`src/sv/xyr_pkg.sv`:
```
// ----------------------------------------------------------------------------
// xyr_pkg
// Shared constants and controller/datapath interface types for the XY route
// generator.
// ----------------------------------------------------------------------------
package xyr_pkg;

    localparam int NODE_W          = 6;
    localparam int CFG_W           = 4;
    localparam int DEF_MAX_WIDTH   = 8;
    localparam int MESH_WIDTH_RST  = 8;
    localparam int DIV_STEPS       = NODE_W;
    localparam int CNT_W           = $clog2(DIV_STEPS);

    typedef struct packed {
        logic load;
        logic div_step;
        logic hop;
    } xyr_cmd_t;

    typedef struct packed {
        logic bad;
        logic route_done;
        logic out_free;
    } xyr_stat_t;

endpackage

```
`src/sv/xyr_ctrl.sv`:
```
// ----------------------------------------------------------------------------
// xyr_ctrl
// Sequencer: request capture, coordinate decode steps, hop emission.
// ----------------------------------------------------------------------------
module xyr_ctrl
    import xyr_pkg::*;
(
    input  logic      clk,
    input  logic      rst_n,
    input  logic      in_valid,
    output logic      in_ready,
    input  xyr_stat_t stat,
    output xyr_cmd_t  cmd
);

    typedef enum logic [2:0] {
        ST_IDLE  = 3'b001,
        ST_DIV   = 3'b010,
        ST_ROUTE = 3'b100
    } state_t;

    state_t           state_reg;
    state_t           state_next;
    logic [CNT_W-1:0] cnt_reg;
    logic [CNT_W-1:0] cnt_next;

    assign in_ready = (state_reg == ST_IDLE);

    always_comb
    begin
        state_next = state_reg;
        cnt_next   = cnt_reg;
        cmd        = '0;
        unique case (state_reg)
            ST_IDLE:
            begin
                if (in_valid)
                begin
                    cmd.load   = 1'b1;
                    cnt_next   = '0;
                    state_next = ST_DIV;
                end
            end
            ST_DIV:
            begin
                if (stat.bad)
                begin
                    state_next = ST_ROUTE;
                end
                else
                begin
                    cmd.div_step = 1'b1;
                    cnt_next     = cnt_reg + CNT_W'(1);
                    if (cnt_reg == CNT_W'(DIV_STEPS - 1))
                    begin
                        state_next = ST_ROUTE;
                    end
                end
            end
            ST_ROUTE:
            begin
                if (stat.out_free)
                begin
                    cmd.hop = 1'b1;
                    if (stat.route_done)
                    begin
                        state_next = ST_IDLE;
                    end
                end
            end
            default:
            begin
                state_next = ST_IDLE;
            end
        endcase
    end

    always_ff @(posedge clk or negedge rst_n)
    begin
        if (!rst_n)
        begin
            state_reg <= ST_IDLE;
            cnt_reg   <= '0;
        end
        else
        begin
            state_reg <= state_next;
            cnt_reg   <= cnt_next;
        end
    end

    a_load_to_div: assert property (@(posedge clk) disable iff (!rst_n)
        in_valid && in_ready |=> state_reg == ST_DIV)
        else $error("request accepted but decode not started");

    a_cnt_range: assert property (@(posedge clk) disable iff (!rst_n)
        state_reg == ST_DIV |-> cnt_reg < CNT_W'(DIV_STEPS))
        else $error("decode step count overran");

    a_done_idle: assert property (@(posedge clk) disable iff (!rst_n)
        state_reg == ST_ROUTE && stat.out_free && stat.route_done |=> in_ready)
        else $error("not ready after final hop");

endmodule

```
`src/sv/xyr_dpath.sv`:
```
// ----------------------------------------------------------------------------
// xyr_dpath
// Restoring division of both nodes by the mesh width, hop stepping and the
// result register.
// ----------------------------------------------------------------------------
module xyr_dpath
    import xyr_pkg::*;
#(
    parameter int MAX_WIDTH = DEF_MAX_WIDTH
)
(
    input  logic              clk,
    input  logic              rst_n,
    input  logic [CFG_W-1:0]  mesh_width,
    input  logic [NODE_W-1:0] src_node,
    input  logic [NODE_W-1:0] dest_node,
    input  xyr_cmd_t          cmd,
    output xyr_stat_t         stat,
    output logic [NODE_W-1:0] node_id,
    output logic              last,
    output logic              bad_request,
    output logic              out_valid,
    input  logic              out_ready
);

    localparam int WW = $clog2(MAX_WIDTH + 1);
    localparam int CW = (2 * WW > NODE_W) ? 2 * WW : NODE_W;

    logic [WW-1:0]     w_eff;
    logic [CW-1:0]     nodes;
    logic              bad_in;

    logic [WW-1:0]     w_reg;
    logic              bad_reg;
    logic [NODE_W-1:0] node_reg;
    logic [NODE_W-1:0] node_next;
    logic [NODE_W-1:0] dst_reg;
    logic [NODE_W-1:0] q_s_reg;
    logic [NODE_W-1:0] q_s_next;
    logic [NODE_W-1:0] q_d_reg;
    logic [NODE_W-1:0] q_d_next;
    logic [WW-1:0]     rem_s_reg;
    logic [WW-1:0]     rem_s_next;
    logic [WW-1:0]     rem_d_reg;
    logic [WW-1:0]     rem_d_next;

    logic [WW:0]       t_s;
    logic [WW:0]       t_d;
    logic [WW:0]       sub_s;
    logic [WW:0]       sub_d;
    logic              ge_s;
    logic              ge_d;

    logic              col_eq;
    logic              row_eq;
    logic              at_dest;
    logic [NODE_W-1:0] node_w;

    logic              out_valid_reg;
    logic              out_valid_next;
    logic [NODE_W-1:0] out_node_reg;
    logic              out_last_reg;
    logic              out_bad_reg;

    // width 0 behaves as 1, above the maximum as the maximum
    always_comb
    begin
        if (mesh_width == '0)
        begin
            w_eff = WW'(1);
        end
        else if (int'(mesh_width) > MAX_WIDTH)
        begin
            w_eff = WW'(MAX_WIDTH);
        end
        else
        begin
            w_eff = WW'(mesh_width);
        end
    end

    assign nodes  = CW'(w_eff) * CW'(w_eff);
    assign bad_in = (CW'(src_node) >= nodes) || (CW'(dest_node) >= nodes);

    assign t_s   = {rem_s_reg, q_s_reg[NODE_W-1]};
    assign t_d   = {rem_d_reg, q_d_reg[NODE_W-1]};
    assign sub_s = t_s - {1'b0, w_reg};
    assign sub_d = t_d - {1'b0, w_reg};
    assign ge_s  = (t_s >= {1'b0, w_reg});
    assign ge_d  = (t_d >= {1'b0, w_reg});

    assign col_eq  = (rem_s_reg == rem_d_reg);
    assign row_eq  = (q_s_reg == q_d_reg);
    assign at_dest = col_eq && row_eq;
    assign node_w  = NODE_W'(w_reg);

    assign out_valid_next = cmd.hop ? 1'b1 : (out_ready ? 1'b0 : out_valid_reg);

    assign stat.bad        = bad_reg;
    assign stat.route_done = bad_reg || at_dest;
    assign stat.out_free   = !out_valid_reg || out_ready;

    always_comb
    begin
        q_s_next   = q_s_reg;
        q_d_next   = q_d_reg;
        rem_s_next = rem_s_reg;
        rem_d_next = rem_d_reg;
        node_next  = node_reg;
        priority if (cmd.load)
        begin
            q_s_next   = src_node;
            q_d_next   = dest_node;
            rem_s_next = '0;
            rem_d_next = '0;
            node_next  = src_node;
        end
        else if (cmd.div_step)
        begin
            q_s_next   = {q_s_reg[NODE_W-2:0], ge_s};
            q_d_next   = {q_d_reg[NODE_W-2:0], ge_d};
            rem_s_next = ge_s ? sub_s[WW-1:0] : t_s[WW-1:0];
            rem_d_next = ge_d ? sub_d[WW-1:0] : t_d[WW-1:0];
        end
        else if (cmd.hop && !bad_reg && !col_eq)
        begin
            // along the row
            if (rem_d_reg > rem_s_reg)
            begin
                rem_s_next = rem_s_reg + WW'(1);
                node_next  = node_reg + NODE_W'(1);
            end
            else
            begin
                rem_s_next = rem_s_reg - WW'(1);
                node_next  = node_reg - NODE_W'(1);
            end
        end
        else if (cmd.hop && !bad_reg && !row_eq)
        begin
            // along the column
            if (q_d_reg > q_s_reg)
            begin
                q_s_next  = q_s_reg + NODE_W'(1);
                node_next = node_reg + node_w;
            end
            else
            begin
                q_s_next  = q_s_reg - NODE_W'(1);
                node_next = node_reg - node_w;
            end
        end
        else
        begin
            // hold
            node_next = node_reg;
        end
    end

    always_ff @(posedge clk)
    begin
        if (cmd.load)
        begin
            w_reg   <= w_eff;
            bad_reg <= bad_in;
            dst_reg <= dest_node;
        end
        q_s_reg   <= q_s_next;
        q_d_reg   <= q_d_next;
        rem_s_reg <= rem_s_next;
        rem_d_reg <= rem_d_next;
        node_reg  <= node_next;
        if (cmd.hop)
        begin
            out_node_reg <= bad_reg ? '0 : (at_dest ? dst_reg : node_reg);
            out_last_reg <= bad_reg || at_dest;
            out_bad_reg  <= bad_reg;
        end
    end

    always_ff @(posedge clk or negedge rst_n)
    begin
        if (!rst_n)
        begin
            out_valid_reg <= 1'b0;
        end
        else
        begin
            out_valid_reg <= out_valid_next;
        end
    end

    assign out_valid   = out_valid_reg;
    assign node_id     = out_node_reg;
    assign last        = out_last_reg;
    assign bad_request = out_bad_reg;

    a_bad_single: assert property (@(posedge clk) disable iff (!rst_n)
        out_valid && bad_request |-> last && node_id == '0)
        else $error("bad request result not a lone zero node");

    a_hop_moves: assert property (@(posedge clk) disable iff (!rst_n)
        cmd.hop && !stat.route_done |=> node_reg != $past(node_reg))
        else $error("intermediate hop did not move");

endmodule

```
`src/sv/mesh_xy_route_generator.sv`:
```
// ----------------------------------------------------------------------------
// mesh_xy_route_generator
// XY dimension-order route generator for a square 2D mesh of configurable side.
// Sequence: the request is taken, 6 restoring-division steps decode the nodes, then
// each hop goes through 1 output register; a bad request skips the division.
// Throughput: one hop per cycle is emitted while the output is not stalled; a new
// request is taken only once the last hop of the previous one has been emitted.
// Reset: asynchronous, clears the sequencer and output valid; width goes to 8.
// ----------------------------------------------------------------------------
module mesh_xy_route_generator
    import xyr_pkg::*;
#(
    parameter int MAX_WIDTH = DEF_MAX_WIDTH
)
(
    input  logic             clk,
    input  logic             rst_n,
    input  logic             cfg_we,
    input  logic [CFG_W-1:0] cfg_wdata,   // mesh_width
    input  logic             s_tvalid,
    output logic             s_tready,
    input  logic [15:0]      s_tdata,     // [5:0] src_node, [11:6] dest_node, rest zero
    input  logic             m_tready,
    output logic             m_tvalid,
    output logic [7:0]       m_tdata,     // [5:0] node_id, rest zero
    output logic             m_tlast,
    output logic             m_tuser      // [0] bad_request
);

    logic [CFG_W-1:0]  mesh_width_reg;
    logic [NODE_W-1:0] node_id;
    xyr_cmd_t          cmd;
    xyr_stat_t         stat;

    always_ff @(posedge clk or negedge rst_n)
    begin
        if (!rst_n)
        begin
            mesh_width_reg <= CFG_W'(MESH_WIDTH_RST);
        end
        else if (cfg_we)
        begin
            mesh_width_reg <= cfg_wdata;
        end
    end

    xyr_ctrl u_ctrl (
        .clk      (clk),
        .rst_n    (rst_n),
        .in_valid (s_tvalid),
        .in_ready (s_tready),
        .stat     (stat),
        .cmd      (cmd)
    );

    xyr_dpath #(
        .MAX_WIDTH (MAX_WIDTH)
    ) u_dpath (
        .clk         (clk),
        .rst_n       (rst_n),
        .mesh_width  (mesh_width_reg),
        .src_node    (s_tdata[NODE_W-1:0]),
        .dest_node   (s_tdata[2*NODE_W-1:NODE_W]),
        .cmd         (cmd),
        .stat        (stat),
        .node_id     (node_id),
        .last        (m_tlast),
        .bad_request (m_tuser),
        .out_valid   (m_tvalid),
        .out_ready   (m_tready)
    );

    assign m_tdata = {{(8 - NODE_W){1'b0}}, node_id};

endmodule
```
`config.mk`:
```
export PLATFORM = sky130hd
export DESIGN_NAME = mesh_xy_route_generator
export DESIGN_NICKNAME = d
export VERILOG_FILES = /design/src/sv/xyr_pkg.sv /design/src/sv/xyr_ctrl.sv /design/src/sv/xyr_dpath.sv /design/src/sv/mesh_xy_route_generator.sv
export SDC_FILE = /design/constraint.sdc
export NUM_CORES = 1
export LEC_CHECK = 0
export ABC_AREA = 1
export BUFFER_PORTS_ARGS = -buffer_cell sky130_fd_sc_hd__buf_2
export CORE_MARGIN = 4
export CORE_UTILIZATION = 40
export DETAILED_ROUTE_END_ITERATION = 10
export PLACE_DENSITY = 0.66
export SYNTH_ARGS = -nofsm -noshare
export SYNTH_HDL_FRONTEND = slang
export SYNTH_HIERARCHICAL = 1
export SYNTH_SLANG_ARGS = --single-unit
```
`constraint.sdc`:
```
create_clock -name clk -period 7.7 [get_ports clk]
set_input_delay 0.77 -clock clk [delete_from_list [all_inputs] [get_ports clk]]
set_output_delay 0.77 -clock clk [all_outputs]
set_load 0.02 [all_outputs]
```
==> impl_results.html <==
<table>
<tr><th>Metric</th><th>Value</th></tr>
<tr><th colspan="2">Outcome</th></tr>
<tr><td>Outcome</td><td>finished, final reports clean</td></tr>
<tr><th colspan="2">STA</th></tr>
<tr><td>Slew at the pin with the worst max-slew slack</td><td>1.08 ns</td></tr>
<tr><td>Summed negative setup slack over all endpoints</td><td>0 ns</td></tr>
<tr><td>Final count of hold timing violations</td><td>0</td></tr>
<tr><td>Worst clock skew</td><td>0.0113 ns</td></tr>
<tr><td>Max Freq</td><td>0.322 GHz</td></tr>
<tr><td>Final min period</td><td>3.11 ns</td></tr>
<tr><td>RSZ-0062 raised after global routing</td><td>no</td></tr>
<tr><td>Max-slew violation count</td><td>0</td></tr>
<tr><td>Period Utilization, post-route</td><td>0.404</td></tr>
<tr><td>Worst relative slew slack</td><td>0.273</td></tr>
<tr><td>Setup violation total in the final timing report</td><td>0</td></tr>
<tr><th colspan="2">GRT</th></tr>
<tr><td>Pin count of the biggest net entering global routing</td><td>35</td></tr>
<tr><td>Grt ovf</td><td>0</td></tr>
<tr><td>Global-route wire length before repair</td><td>15200 microns</td></tr>
<tr><td>Total track usage</td><td>0.160</td></tr>
<tr><td>Number of global-route vias before repair</td><td>3309</td></tr>
<tr><td>Antenna violations before repair</td><td>0</td></tr>
<tr><th colspan="2">Clocking</th></tr>
<tr><td>Count of H-tree levels built during CTS</td><td>2</td></tr>
<tr><td>Post-CTS Setup Repair Bufs</td><td>0</td></tr>
<tr><td>Resize count post-CTS</td><td>0</td></tr>
<tr><td>Clock network latency to the later pin of the worst-skew pair</td><td>0.32 ns</td></tr>
<tr><td>Clock tree from TritonCTS</td><td>built</td></tr>
<tr><td>Number of buffers inserted for hold repair after clock tree synthesis</td><td>0</td></tr>
<tr><td>Clock Pin Slew Worst Setup and Hold Paths</td><td>0.11 ns</td></tr>
<tr><td>Clock buffer count from CTS</td><td>5</td></tr>
<tr><td>Maximum count of clock buffers along a single path</td><td>2</td></tr>
<tr><td>CTS sink count</td><td>56</td></tr>
<tr><td>Master cell of the clock root buffer</td><td>clkbuf_8</td></tr>
<tr><th colspan="2">Power</th></tr>
<tr><td>Leakage power of the design</td><td>between 0.002 and 0.0025 uW</td></tr>
<tr><td>Areal power density over the cells</td><td>464 mW/mm^2</td></tr>
<tr><td>Final Power</td><td>2110 uW</td></tr>
<tr><td>Worst IR Drop VDD</td><td>around 180 uV</td></tr>
<tr><th colspan="2">Logic synthesis</th></tr>
<tr><td>Post-synthesis sequential area ratio</td><td>0.373</td></tr>
<tr><td>Main synth FF type</td><td>edfxtp_1</td></tr>
<tr><td>Number of synthesized register bits</td><td>56</td></tr>
<tr><td>Gate count after technology mapping</td><td>520</td></tr>
<tr><td>Syn. warnings</td><td>6</td></tr>
<tr><td>Synthesized area divided by synthesized cell count</td><td>7.98 sq um</td></tr>
<tr><td>Number of distinct library cell variants in the gate-level netlist after synthesis</td><td>39</td></tr>
<tr><td>Cell area after synthesis</td><td>a little over 0.004 sq mm</td></tr>
<tr><td>Number of synthesized flops with an enable pin</td><td>37</td></tr>
<tr><td>Asr flop ratio synth</td><td>0.196</td></tr>
<tr><th colspan="2">Final layout</th></tr>
<tr><td>Area growth, synth to finish</td><td>9.73%</td></tr>
<tr><td>Commonest non-fill, non-tap cell in the layout</td><td>nand2_1</td></tr>
<tr><td>Layout cell share with drive strength beyond 1</td><td>0.130</td></tr>
<tr><td>Leading cell types in the layout, fill and taps excluded</td><td>nand2_1, inv_1, ha_1, edfxtp_1, nor2_1</td></tr>
<tr><td>Net count, final</td><td>630</td></tr>
<tr><td>Inserted Diodes</td><td>0</td></tr>
<tr><td>Fill cell total of the finished layout</td><td>973</td></tr>
<tr><td>Fin cells</td><td>around 690</td></tr>
<tr><td>Post-route design area</td><td>0.00456 sq mm</td></tr>
<tr><th colspan="2">Routing</th></tr>
<tr><td>Number of remaining DRC errors</td><td>0</td></tr>
<tr><td>DR vias/cell</td><td>5.11</td></tr>
<tr><td>Wire length per cell</td><td>13.5 microns</td></tr>
<tr><td>Total via count after detailed routing</td><td>3517</td></tr>
<tr><td>Detailed Route Iter0 Violations</td><td>~150</td></tr>
<tr><td>Number of routed nets with antenna violations</td><td>0</td></tr>
<tr><td>First drt pass iteration count</td><td>4</td></tr>
<tr><td>Detailed-route wire length</td><td>9310 microns</td></tr>
<tr><th colspan="2">Placed design</th></tr>
<tr><td>Routability cong.</td><td>0.879</td></tr>
<tr><td>Final HPWL DP</td><td>~7500 microns</td></tr>
<tr><td># placed instances</td><td>680</td></tr>
<tr><td>Post-detailed-placement cell area</td><td>between 0.004 and 0.005 sq mm</td></tr>
<tr><td>Number of buffers inserted by port buffering</td><td>30</td></tr>
<tr><th colspan="2">Floorplanning</th></tr>
<tr><td>Number of top-level pins</td><td>37</td></tr>
<tr><td>Initial cell density of the core</td><td>0.417</td></tr>
<tr><td>Horiz. Die Dim</td><td>110 microns</td></tr>
<tr><td>Die Area</td><td>between 0.01 and 0.015 sq mm</td></tr>
<tr><td>Site Rows</td><td>36</td></tr>
<tr><td>Height of the die</td><td>110 microns</td></tr>
<tr><td>Standard cell core area</td><td>0.00995 sq mm</td></tr>
<tr><th colspan="2">Setup path</th></tr>
<tr><td>CP Max Fanout</td><td>6</td></tr>
<tr><td>Kind of start point of the critical path</td><td>flop</td></tr>
<tr><td>Startpoint-to-endpoint class of the critical path</td><td>flop to flop</td></tr>
<tr><td>Category of the worst setup path capture point</td><td>flop</td></tr>
<tr><td>Crit path required time</td><td>7.88 ns</td></tr>
<tr><td>Startpoint of the worst setup timing path</td><td>mesh_width_reg[1]</td></tr>
<tr><td>Reg-to-reg critical path startpoint</td><td>mesh_width_reg[1]</td></tr>
<tr><td>Arrival @ worst endpoint</td><td>3.29 ns</td></tr>
<tr><th colspan="2">Min path</th></tr>
<tr><td>Classification of the worst-slack hold path</td><td>input port to async pin</td></tr>
<tr><th colspan="2">Run</th></tr>
<tr><td>Max_cap viols</td><td>0</td></tr>
</table>
## cell families after synthesis
| group | after synthesis | synth area share |
|---|---|---|
| simple gates | 238 | 0.258 |
| buf+inv | 93 | 0.0871 |
| compound gates | 69 | 0.0919 |
| flops | 56 | 0.373 |
| fa+ha+maj | 51 | 0.165 |
| xor+xnor | 11 | 0.0232 |
| other cells | 2 | 0.00181 |
## cells in the mapped netlist, types with 3 or more instances
library cell    n  share of area
a21oi_1        24          0.029
buf_4           3         0.0054
clkbuf_1        3         0.0027
dfrtp_1         9          0.054
dfxtp_1         8          0.039
edfxtp_1       37           0.27
fa_1            6          0.029
ha_1           45           0.14
inv_1          76          0.069
inv_2           9         0.0081
nand2_1       141           0.13
nand3_1        26          0.031
nand3_2         6          0.014
nand4_1        10          0.015
nor2_1         36          0.033
nor2_4          6          0.016
nor3_1          3         0.0036
o211ai_1        3         0.0054
o21ai_0        29          0.035
o221ai_1        4         0.0084
xnor2_1         5          0.011
xor2_1          6          0.013
## power breakdown
part           switching, uW  total [uW]  internal [uW]
sequential              77.0         567            490
clock                    105         171           66.5
combinational            865        1380            510
## area by class of cell
class	instances	area (sq um)	area share
inverters	86	323	0.0709
well taps	133	166	0.0365
clock inverters	3	26.3	0.00577
flip-flops and latches	56	1550	0.340
repair buffers	32	165	0.0363
clock buffers	5	68.8	0.0151
multi-input cells	373	2260	0.495
## worst max-delay path: stages (launching register included)
cell and delay [ns]:
dfrtp_1 0.45, inv_1 0.14, nand2_1 0.07, a21oi_1 0.44
nand2_1 0.17, fa_1 0.51, ha_1 0.32, nand2_1 0.06
or3b_2 0.44, nor3_1 0.19, nor2_1 0.08, nand2_1 0.09
## path summary, 6_finish.rpt
check	end	slack (ns)	depth (start not counted)
setup / recovery	u_dpath/bad_reg	4.59	11
hold / removal	u_ctrl/cnt_reg[2]	0.30	1
setup reg to reg	u_dpath/bad_reg	4.59	11
hold reg to reg	mesh_width_reg[0]	0.50	2
max in group asynchronous	mesh_width_reg[3]	7.14	1
min in group clk	mesh_width_reg[0]	0.50	2
## routing by layer
metal	vias up	share of wire	global-route usage
met1	1624	0.47	0.210
met5	-	0	0
met2	100	0.46	0.266
met4	0	0.021	0.0597
li1	1778	-	-
met3	15	0.049	0.0258
## stage by stage
step / hold WS [ns] / utilization / worst slack, ns
3_3_place_gp: 0.461 / 0.448 / 4.54
5_1_grt: 0.296 / 0.458 / 4.35
2_1_floorplan: 0.442 / - / 3.89
4_1_cts: 0.300 / 0.458 / 4.57
3_5_place_dp: 0.474 / 0.448 / 4.47
6_report: 0.297 / 0.458 / 4.59
Power figures use the tool's default switching activity.
